### src/rtl/core/cfws_pkg.sv
// Shared constants, codes and helper functions for the searchable ring FIFO.
package cfws_pkg;

    // Ring storage geometry
    localparam int DEPTH  = 16;
    localparam int SLOT_W = $clog2(DEPTH);
    localparam int CNT_W  = $clog2(DEPTH + 1);
    localparam int WORD_W = 32;
    localparam int CFG_W  = 5;
    localparam int CMD_W  = 2;
    localparam int STAT_W = 2;

    // Command codes
    localparam logic [CMD_W-1:0] CMD_ENQ  = 2'd0;
    localparam logic [CMD_W-1:0] CMD_DEQ  = 2'd1;
    localparam logic [CMD_W-1:0] CMD_SRCH = 2'd2;

    // Status codes
    localparam logic [STAT_W-1:0] STAT_OK       = 2'd0;
    localparam logic [STAT_W-1:0] STAT_FULL     = 2'd1;
    localparam logic [STAT_W-1:0] STAT_EMPTY    = 2'd2;
    localparam logic [STAT_W-1:0] STAT_NOTFOUND = 2'd3;

    // Error word returned by failed commands
    localparam logic [WORD_W-1:0] ERR_WORD = '1;

    // Capacity after reset
    localparam logic [CFG_W-1:0] CAP_RESET = CFG_W'(DEPTH);

    // Clamp the programmed capacity into 1..DEPTH
    function automatic logic [CNT_W-1:0] eff_cap(input logic [CFG_W-1:0] cap);
        logic [CNT_W-1:0] c;
        begin
            if (cap == '0)
                c = CNT_W'(1);
            else if (32'(cap) > 32'(DEPTH))
                c = CNT_W'(DEPTH);
            else
                c = CNT_W'(cap);
            return c;
        end
    endfunction

    // Advance a ring pointer, wrapping at the effective capacity
    function automatic logic [SLOT_W-1:0] next_slot(input logic [SLOT_W-1:0] i,
                                                    input logic [CNT_W-1:0]  cap);
        logic [CNT_W:0] n;
        begin
            n = (CNT_W+1)'(i) + (CNT_W+1)'(1);
            if (n >= (CNT_W+1)'(cap) || n >= (CNT_W+1)'(DEPTH))
                return '0;
            else
                return n[SLOT_W-1:0];
        end
    endfunction

endpackage

### src/rtl/core/cfws_ram.sv
// Generic single-write, single-read RAM with registered read data.
module cfws_ram #(
    parameter int WIDTH = 32,
    parameter int DEPTH = 16
) (
    input  logic                     clk,
    input  logic                     we,
    input  logic [$clog2(DEPTH)-1:0] waddr,
    input  logic [WIDTH-1:0]         wdata,
    input  logic [$clog2(DEPTH)-1:0] raddr,
    output logic [WIDTH-1:0]         rdata
);

    logic [WIDTH-1:0] mem [DEPTH];

    // Write port
    always_ff @(posedge clk)
    begin
        if (we)
            mem[waddr] <= wdata;
    end

    // Registered read port
    always_ff @(posedge clk)
    begin
        rdata <= mem[raddr];
    end

endmodule

### src/rtl/core/circular_fifo_with_search.sv
// Top level of the ring FIFO with enqueue, dequeue and linear search commands.
//
//   channel | direction | handshake             | payload
//   --------+-----------+-----------------------+-----------------------------------
//   in      | input     | in_valid / in_ready   | cmd, value
//   out     | output    | out_valid / out_ready | status, data, count, is_full, is_empty
//   cfg     | input     | cfg_valid / cfg_ready | cfg_data (capacity in use)
//
// Enqueue and failed commands finish in the accept cycle; dequeue passes through
// the S_DEQ state because the slot RAM has a registered read port.
// Search streams one slot per cycle through the RAM read port in the S_SCAN state,
// stopping at the first match or after the last held entry.
// Reset clears pointers, count and output valid, restores capacity; slots keep their data.
// A stalled output holds its word; the next item is still accepted and its result
// parks in a pending register until the output frees.
module circular_fifo_with_search (
    input  logic                                 clk,
    input  logic                                 rst_n,
    input  logic                                 in_valid,
    output logic                                 in_ready,
    input  logic [cfws_pkg::CMD_W-1:0]           cmd,
    input  logic signed [cfws_pkg::WORD_W-1:0]   value,
    output logic                                 out_valid,
    input  logic                                 out_ready,
    output logic [cfws_pkg::STAT_W-1:0]          status,
    output logic signed [cfws_pkg::WORD_W-1:0]   data,
    output logic [cfws_pkg::CNT_W-1:0]           count,
    output logic                                 is_full,
    output logic                                 is_empty,
    input  logic                                 cfg_valid,
    output logic                                 cfg_ready,
    input  logic [cfws_pkg::CFG_W-1:0]           cfg_data
);

    localparam logic [1:0] S_IDLE = 2'd0;
    localparam logic [1:0] S_DEQ  = 2'd1;
    localparam logic [1:0] S_SCAN = 2'd2;
    localparam logic [1:0] S_HOLD = 2'd3;

    logic [1:0]                      state_reg, state_next;
    logic [cfws_pkg::SLOT_W-1:0]     head_reg, head_next;
    logic [cfws_pkg::SLOT_W-1:0]     tail_reg, tail_next;
    logic [cfws_pkg::CNT_W-1:0]      count_reg, count_next;
    logic [cfws_pkg::CFG_W-1:0]      cap_reg;
    logic [cfws_pkg::CNT_W-1:0]      cap;
    logic [cfws_pkg::WORD_W-1:0]     key_reg, key_next;
    logic [cfws_pkg::SLOT_W-1:0]     scan_slot_reg, scan_slot_next;
    logic [cfws_pkg::CNT_W-1:0]      scan_pos_reg, scan_pos_next;

    // Result produced this cycle
    logic                            res_valid;
    logic [cfws_pkg::STAT_W-1:0]     res_status;
    logic [cfws_pkg::WORD_W-1:0]     res_data;
    logic [cfws_pkg::CNT_W-1:0]      res_count;

    // Pending result waiting for the output register
    logic [cfws_pkg::STAT_W-1:0]     pend_status_reg;
    logic [cfws_pkg::WORD_W-1:0]     pend_data_reg;
    logic [cfws_pkg::CNT_W-1:0]      pend_count_reg;

    // Output register
    logic                            out_valid_reg;
    logic [cfws_pkg::STAT_W-1:0]     out_status_reg;
    logic [cfws_pkg::WORD_W-1:0]     out_data_reg;
    logic [cfws_pkg::CNT_W-1:0]      out_count_reg;
    logic                            out_full_reg;
    logic                            out_empty_reg;

    logic                            in_fire;
    logic                            out_free;
    logic                            load_res;
    logic                            load_pend;
    logic                            save_pend;

    // RAM ports
    logic                            ram_we;
    logic [cfws_pkg::SLOT_W-1:0]     ram_waddr;
    logic [cfws_pkg::SLOT_W-1:0]     ram_raddr;
    logic [cfws_pkg::WORD_W-1:0]     ram_rdata;
    logic [cfws_pkg::SLOT_W-1:0]     scan_adv;

    cfws_ram #(
        .WIDTH (cfws_pkg::WORD_W),
        .DEPTH (cfws_pkg::DEPTH)
    ) u_slot_ram (
        .clk   (clk),
        .we    (ram_we),
        .waddr (ram_waddr),
        .wdata (value),
        .raddr (ram_raddr),
        .rdata (ram_rdata)
    );

    assign cap       = cfws_pkg::eff_cap(cap_reg);
    assign in_ready  = (state_reg == S_IDLE);
    assign in_fire   = in_valid && in_ready;
    assign out_free  = !out_valid_reg || out_ready;
    assign cfg_ready = 1'b1;
    assign scan_adv  = cfws_pkg::next_slot(scan_slot_reg, cap);

    // Sequence commands: read, modify and write back ring state
    always_comb
    begin
        state_next     = state_reg;
        head_next      = head_reg;
        tail_next      = tail_reg;
        count_next     = count_reg;
        key_next       = key_reg;
        scan_slot_next = scan_slot_reg;
        scan_pos_next  = scan_pos_reg;
        ram_we         = 1'b0;
        ram_waddr      = tail_reg;
        ram_raddr      = head_reg;
        res_valid      = 1'b0;
        res_status     = cfws_pkg::STAT_OK;
        res_data       = cfws_pkg::WORD_W'(count_reg);
        res_count      = count_reg;

        unique case (state_reg)
            S_IDLE:
            begin
                if (in_fire)
                begin
                    case (cmd)
                        cfws_pkg::CMD_ENQ:
                        begin
                            res_valid = 1'b1;
                            if (count_reg >= cap)
                            begin
                                res_status = cfws_pkg::STAT_FULL;
                                res_data   = cfws_pkg::ERR_WORD;
                            end
                            else
                            begin
                                ram_we     = 1'b1;
                                tail_next  = cfws_pkg::next_slot(tail_reg, cap);
                                count_next = count_reg + cfws_pkg::CNT_W'(1);
                                res_data   = cfws_pkg::WORD_W'(count_next);
                                res_count  = count_next;
                            end
                        end
                        cfws_pkg::CMD_DEQ:
                        begin
                            if (count_reg == '0)
                            begin
                                res_valid  = 1'b1;
                                res_status = cfws_pkg::STAT_EMPTY;
                                res_data   = cfws_pkg::ERR_WORD;
                            end
                            else
                            begin
                                // head word arrives from the RAM next cycle
                                head_next  = cfws_pkg::next_slot(head_reg, cap);
                                count_next = count_reg - cfws_pkg::CNT_W'(1);
                                state_next = S_DEQ;
                            end
                        end
                        cfws_pkg::CMD_SRCH:
                        begin
                            if (count_reg == '0)
                            begin
                                res_valid  = 1'b1;
                                res_status = cfws_pkg::STAT_NOTFOUND;
                                res_data   = cfws_pkg::ERR_WORD;
                            end
                            else
                            begin
                                key_next       = value;
                                scan_slot_next = head_reg;
                                scan_pos_next  = '0;
                                state_next     = S_SCAN;
                            end
                        end
                        default:
                        begin
                            res_valid = 1'b1;
                        end
                    endcase
                end
            end
            S_DEQ:
            begin
                res_valid = 1'b1;
                res_data  = ram_rdata;
            end
            S_SCAN:
            begin
                // compare the word read last cycle, fetch the next slot
                ram_raddr = scan_adv;
                if (ram_rdata == key_reg)
                begin
                    res_valid = 1'b1;
                    res_data  = cfws_pkg::WORD_W'(scan_pos_reg);
                end
                else if (scan_pos_reg + cfws_pkg::CNT_W'(1) == count_reg)
                begin
                    res_valid  = 1'b1;
                    res_status = cfws_pkg::STAT_NOTFOUND;
                    res_data   = cfws_pkg::ERR_WORD;
                end
                else
                begin
                    scan_slot_next = scan_adv;
                    scan_pos_next  = scan_pos_reg + cfws_pkg::CNT_W'(1);
                end
            end
            S_HOLD:
            begin
                if (out_free)
                    state_next = S_IDLE;
            end
            default:
            begin
                state_next = S_IDLE;
            end
        endcase

        // Park the result when the output register is busy
        if (res_valid)
            state_next = out_free ? S_IDLE : S_HOLD;
    end

    assign load_res  = res_valid && out_free;
    assign save_pend = res_valid && !out_free;
    assign load_pend = (state_reg == S_HOLD) && out_free;

    // Control state
    always_ff @(posedge clk or negedge rst_n)
    begin
        if (!rst_n)
        begin
            state_reg     <= S_IDLE;
            head_reg      <= '0;
            tail_reg      <= '0;
            count_reg     <= '0;
            cap_reg       <= cfws_pkg::CAP_RESET;
            out_valid_reg <= 1'b0;
        end
        else
        begin
            state_reg <= state_next;
            head_reg  <= head_next;
            tail_reg  <= tail_next;
            count_reg <= count_next;
            if (cfg_valid && cfg_ready)
                cap_reg <= cfg_data;
            if (load_res || load_pend)
                out_valid_reg <= 1'b1;
            else if (out_ready)
                out_valid_reg <= 1'b0;
        end
    end

    // Payload registers
    always_ff @(posedge clk)
    begin
        key_reg       <= key_next;
        scan_slot_reg <= scan_slot_next;
        scan_pos_reg  <= scan_pos_next;
        if (save_pend)
        begin
            pend_status_reg <= res_status;
            pend_data_reg   <= res_data;
            pend_count_reg  <= res_count;
        end
        if (load_res)
        begin
            out_status_reg <= res_status;
            out_data_reg   <= res_data;
            out_count_reg  <= res_count;
            out_full_reg   <= (res_count >= cap);
            out_empty_reg  <= (res_count == '0);
        end
        else if (load_pend)
        begin
            out_status_reg <= pend_status_reg;
            out_data_reg   <= pend_data_reg;
            out_count_reg  <= pend_count_reg;
            out_full_reg   <= (pend_count_reg >= cap);
            out_empty_reg  <= (pend_count_reg == '0);
        end
    end

    assign out_valid = out_valid_reg;
    assign status    = out_status_reg;
    assign data      = out_data_reg;
    assign count     = out_count_reg;
    assign is_full   = out_full_reg;
    assign is_empty  = out_empty_reg;

    // A parked result always has a busy output register in front of it
    a_hold_needs_busy_out: assert property (@(posedge clk) disable iff (!rst_n)
        (state_reg == S_HOLD) |-> out_valid_reg)
        else $error("pending result without a busy output register");

    // A scan never runs past the held entries
    a_scan_in_range: assert property (@(posedge clk) disable iff (!rst_n)
        (state_reg == S_SCAN) |-> (scan_pos_reg < count_reg))
        else $error("search position beyond entry count");

    // A successful enqueue grows the count by one
    a_enq_count: assert property (@(posedge clk) disable iff (!rst_n)
        (in_fire && cmd == cfws_pkg::CMD_ENQ && count_reg < cap)
        |=> (count_reg == $past(count_reg) + cfws_pkg::CNT_W'(1)))
        else $error("enqueue did not advance the count");

    // A dequeue of a non-empty ring moves to S_DEQ to wait for the RAM word
    a_deq_read: assert property (@(posedge clk) disable iff (!rst_n)
        (in_fire && cmd == cfws_pkg::CMD_DEQ && count_reg != '0)
        |=> (state_reg == S_DEQ))
        else $error("dequeue skipped the RAM read cycle");

endmodule

### config.mk
export PLATFORM = sky130hd
export DESIGN_NAME = circular_fifo_with_search
export DESIGN_NICKNAME = d
export VERILOG_FILES = /design/src/rtl/core/cfws_pkg.sv /design/src/rtl/core/cfws_ram.sv /design/src/rtl/core/circular_fifo_with_search.sv
export SDC_FILE = /design/constraint.sdc
export NUM_CORES = 1
export LEC_CHECK = 0
export BUFFER_PORTS_ARGS = -buffer_cell sky130_fd_sc_hd__buf_2
export CORE_ASPECT_RATIO = 1.1
export CORE_MARGIN = 2
export CORE_UTILIZATION = 55
export CTS_CLUSTER_DIAMETER = 150
export DETAILED_ROUTE_END_ITERATION = 8
export PLACE_DENSITY = 0.81
export SLEW_MARGIN = 10
export SYNTH_ARGS = -nofsm -noshare
export SYNTH_HDL_FRONTEND = slang
export SYNTH_SLANG_ARGS = --single-unit
### constraint.sdc
create_clock -name clk -period 5.4 [get_ports clk]
set_input_delay 0 -clock clk [delete_from_list [all_inputs] [get_ports clk]]
set_output_delay 0 -clock clk [all_outputs]
set_load 0.01 [all_outputs]
==> summary.txt <==
Run status
  • Run status: completed

Timing
  • Worst-Margin Slew: 1.17 ns
  • Crit path time final: 4.24 ns
  • RSZ-0062 raised after global routing: no
  • Hold WS: 0.0431 ns
  • F_max: 236 MHz
  • Final setup violation count: 0
  • Fin crit share: 0.786
  • Worst Skew: 0.0226 ns
  • Slew Viols, Final: 0
  • Sum Neg Setup Slack: 0 ns
  • Slew headroom: 0.219
  • Final Hold Viols: 0

Logic synthesis
  • Ys async rst share: 0.0306
  • Number of enable flip-flop cells after synthesis: 633
  • Synth warnings: 0
  • Syn_nets: 1531
  • Synth Flop Type: edfxtp_1
  • Avg Cell Area, Syn: 19.0 um^2
  • Post-synthesis sequential area ratio: 0.735
  • Synth Register Bits: 686
  • Synth unique cells: 77
  • Syn Inst Count: 1443
  • Synthesized area: 27400 um^2

Clocking
  • CTS max path bufs: 3
  • Worst-Skew Late Latency: 0.61 ns
  • CTS Buf Count: 66
  • CTS clk-pin slew, worst paths: 0.06 ns
  • H-tree levels: 3
  • TritonCTS clock tree: yes
  • Sinks on Clock Net: 686
  • Clk root buf: clkbuf_16

Floorplan
  • Die Height: 238 um
  • Die X: 217 um
  • Rows: 85
  • Total core area: 49100 um^2
  • Initial core utilization: 0.558
  • DIE AREA: 51700 um^2
  • I/O pin total: 88

Placed design
  • Placed Instance Area: 28700 um^2
  • Post-detail-place hpwl: 35.4 mm
  • Gp weighted congestion: 0.854
  • Port bufs: 86

Route
  • Drt initial violations: 1778
  • Number of remaining DRC errors: 0
  • Routed vias/inst: 6.26
  • DR pass1 iterations: 6
  • Per-cell routed wire length: 26.6 um
  • Via count: 14.5k
  • Antenna Nets Post-Route: 0
  • Final wirelength: 61.6 mm

Cells and area
  • Commonest non-fill, non-tap cells in the layout: edfxtp_1, mux4_2, buf_2, nand2_1, clkbuf_16
  • Final Core Density: 0.639
  • Share of cells above drive strength 1: 0.250
  • Largest register FFs: 512
  • Final #Nets: 1695
  • Largest Register: u_slot_ram.mem
  • Most common cell after layout, fill and taps aside: edfxtp_1
  • Synthesis-to-layout area growth: 14.4%
  • Final Instance Area: 31400 um^2

Worst setup path
  • Arrival time at the worst endpoint: 4.54 ns
  • Worst Path Required: 5.69 ns
  • WS Path Type: flip-flop to flip-flop
  • Critical Path Source Type: flip-flop
  • CP endpoint kind: flip-flop
  • CP max FO: 20

Global routing
  • Total GRT Usage: 0.245
  • Grt ovf: 0
  • Antenna violations before repair: 0
  • First-pass GRT wire length: 93.2 mm
  • Vias in the first global route: 15.0k
  • Largest net degree at the start of global routing: 42

Power
  • Cell Pwr Density: 550 nW/um^2
  • Tot Pwr: 0.0172 W
  • LEAKAGE: 10.7 nW
  • Worst IR Drop VDD: 0.000370 V

Min path
  • Hold Path Class: input pin to flip-flop

Job
  • Max Cap Violations: 0
cell type report:
type / count / area, um^2
sequential: 686 / 20200
fill: 3178 / 17700
multi-input combinational: 667 / 6910
clock buffer: 92 / 1860
timing repair buffer: 166 / 1200
tap: 652 / 816
clock inverter: 29 / 344
inverter: 20 / 75.1
antenna: 1 / 2.50
path summary, 6_finish.rpt:
path                            slack, ns              start                      to  cells past startpoint
worst max-delay path                 1.16         cap_reg[1]  u_slot_ram.mem[11][25]                     12
worst min-delay path                 0.04             cmd[1]            state_reg[0]                      5
worst max register to register       1.16         cap_reg[1]  u_slot_ram.mem[11][25]                     12
worst min register to register       0.53  pend_data_reg[21]                data[21]                      2
max in group asynchronous            3.56              rst_n            count_reg[2]                      4
min in group asynchronous            0.42              rst_n              cap_reg[4]                      3
stage by stage:
step	std cells	setup slack, ns
floorplan	1443	0.735
global placement	2144	1.34
detailed placement	2144	1.19
CTS	2312	1.17
global route	2312	0.597
finish	2313	1.16
report_power, final:
part,internal (W),switching (W)
clock,0.00272,0.00196
combinational,0.00269,0.00308
sequential,0.00637,0.000427
total,0.0118,0.00547
cells by family after synthesis:
family,count (synthesis),share of synthesized area
xor+xnor,54,0.0188
fa+ha+maj,44,0.0201
compound gates,200,0.0523
flops,686,0.735
buf+inv,90,0.0188
mux,162,0.119
other cells,1,0.000137
simple gates,206,0.0358
synthesized netlist by cell type, types with 3 or more instances:
cell type / instances / share of area
nor2b_1: 7 / 0.0016
mux4_2: 128 / 0.11
o21ai_1: 4 / 0.00073
clkbuf_1: 18 / 0.0025
a21o_1: 26 / 0.0071
dfrtp_1: 20 / 0.018
a31oi_1: 4 / 0.00091
nand3_1: 11 / 0.0020
buf_1: 3 / 0.00041
xnor2_1: 12 / 0.0038
buf_2: 28 / 0.0051
nor4_1: 9 / 0.0021
a22oi_1: 66 / 0.018
edfxtp_1: 633 / 0.69
nand2b_1: 12 / 0.0027
dfxtp_1: 32 / 0.023
buf_6: 11 / 0.0045
ha_1: 44 / 0.020
nor3_1: 15 / 0.0027
mux2_2: 32 / 0.013
nor2_1: 48 / 0.0066
o31ai_1: 4 / 0.0011
a21oi_1: 31 / 0.0057
and3_1: 7 / 0.0016
o211ai_1: 4 / 0.0011
inv_1: 19 / 0.0026
o22ai_1: 4 / 0.00091
nand2_1: 75 / 0.010
a22o_1: 8 / 0.0026
o21ai_0: 25 / 0.0046
buf_4: 5 / 0.0014
and2_1: 3 / 0.00068
buf_8: 3 / 0.0016
xor2_1: 39 / 0.012
critical path: stages (launching register included):
cell and delay [ns]:
dfrtp_1 0.39, nor3_1 0.20, nor2_1 0.06, nor2_1 0.40
ha_1 0.33, nand2b_1 0.13, a31oi_1 0.21, o21ai_1 0.24
inv_1 0.21, nand2_1 0.22, or3_1 0.48, nor2_4 0.66
buf_4 0.36
metal layers:
metal | track usage | wire length, um | vias to the layer above
li1 | - | - | 6144
met1 | 0.309 | 22700 | 7455
met2 | 0.409 | 31100 | 733
met3 | 0.0556 | 5520 | 144
met4 | 0.107 | 2310 | 0
met5 | 0 | 0 | -
repair_timing:
item / in CTS / in global routing
endpoints found under the hold margin: 572 / 0
gates resized for setup: 0 / 0
hold buffers: 47 / 0
buffers inserted: 0 / 0
Power figures use the tool's default switching activity.
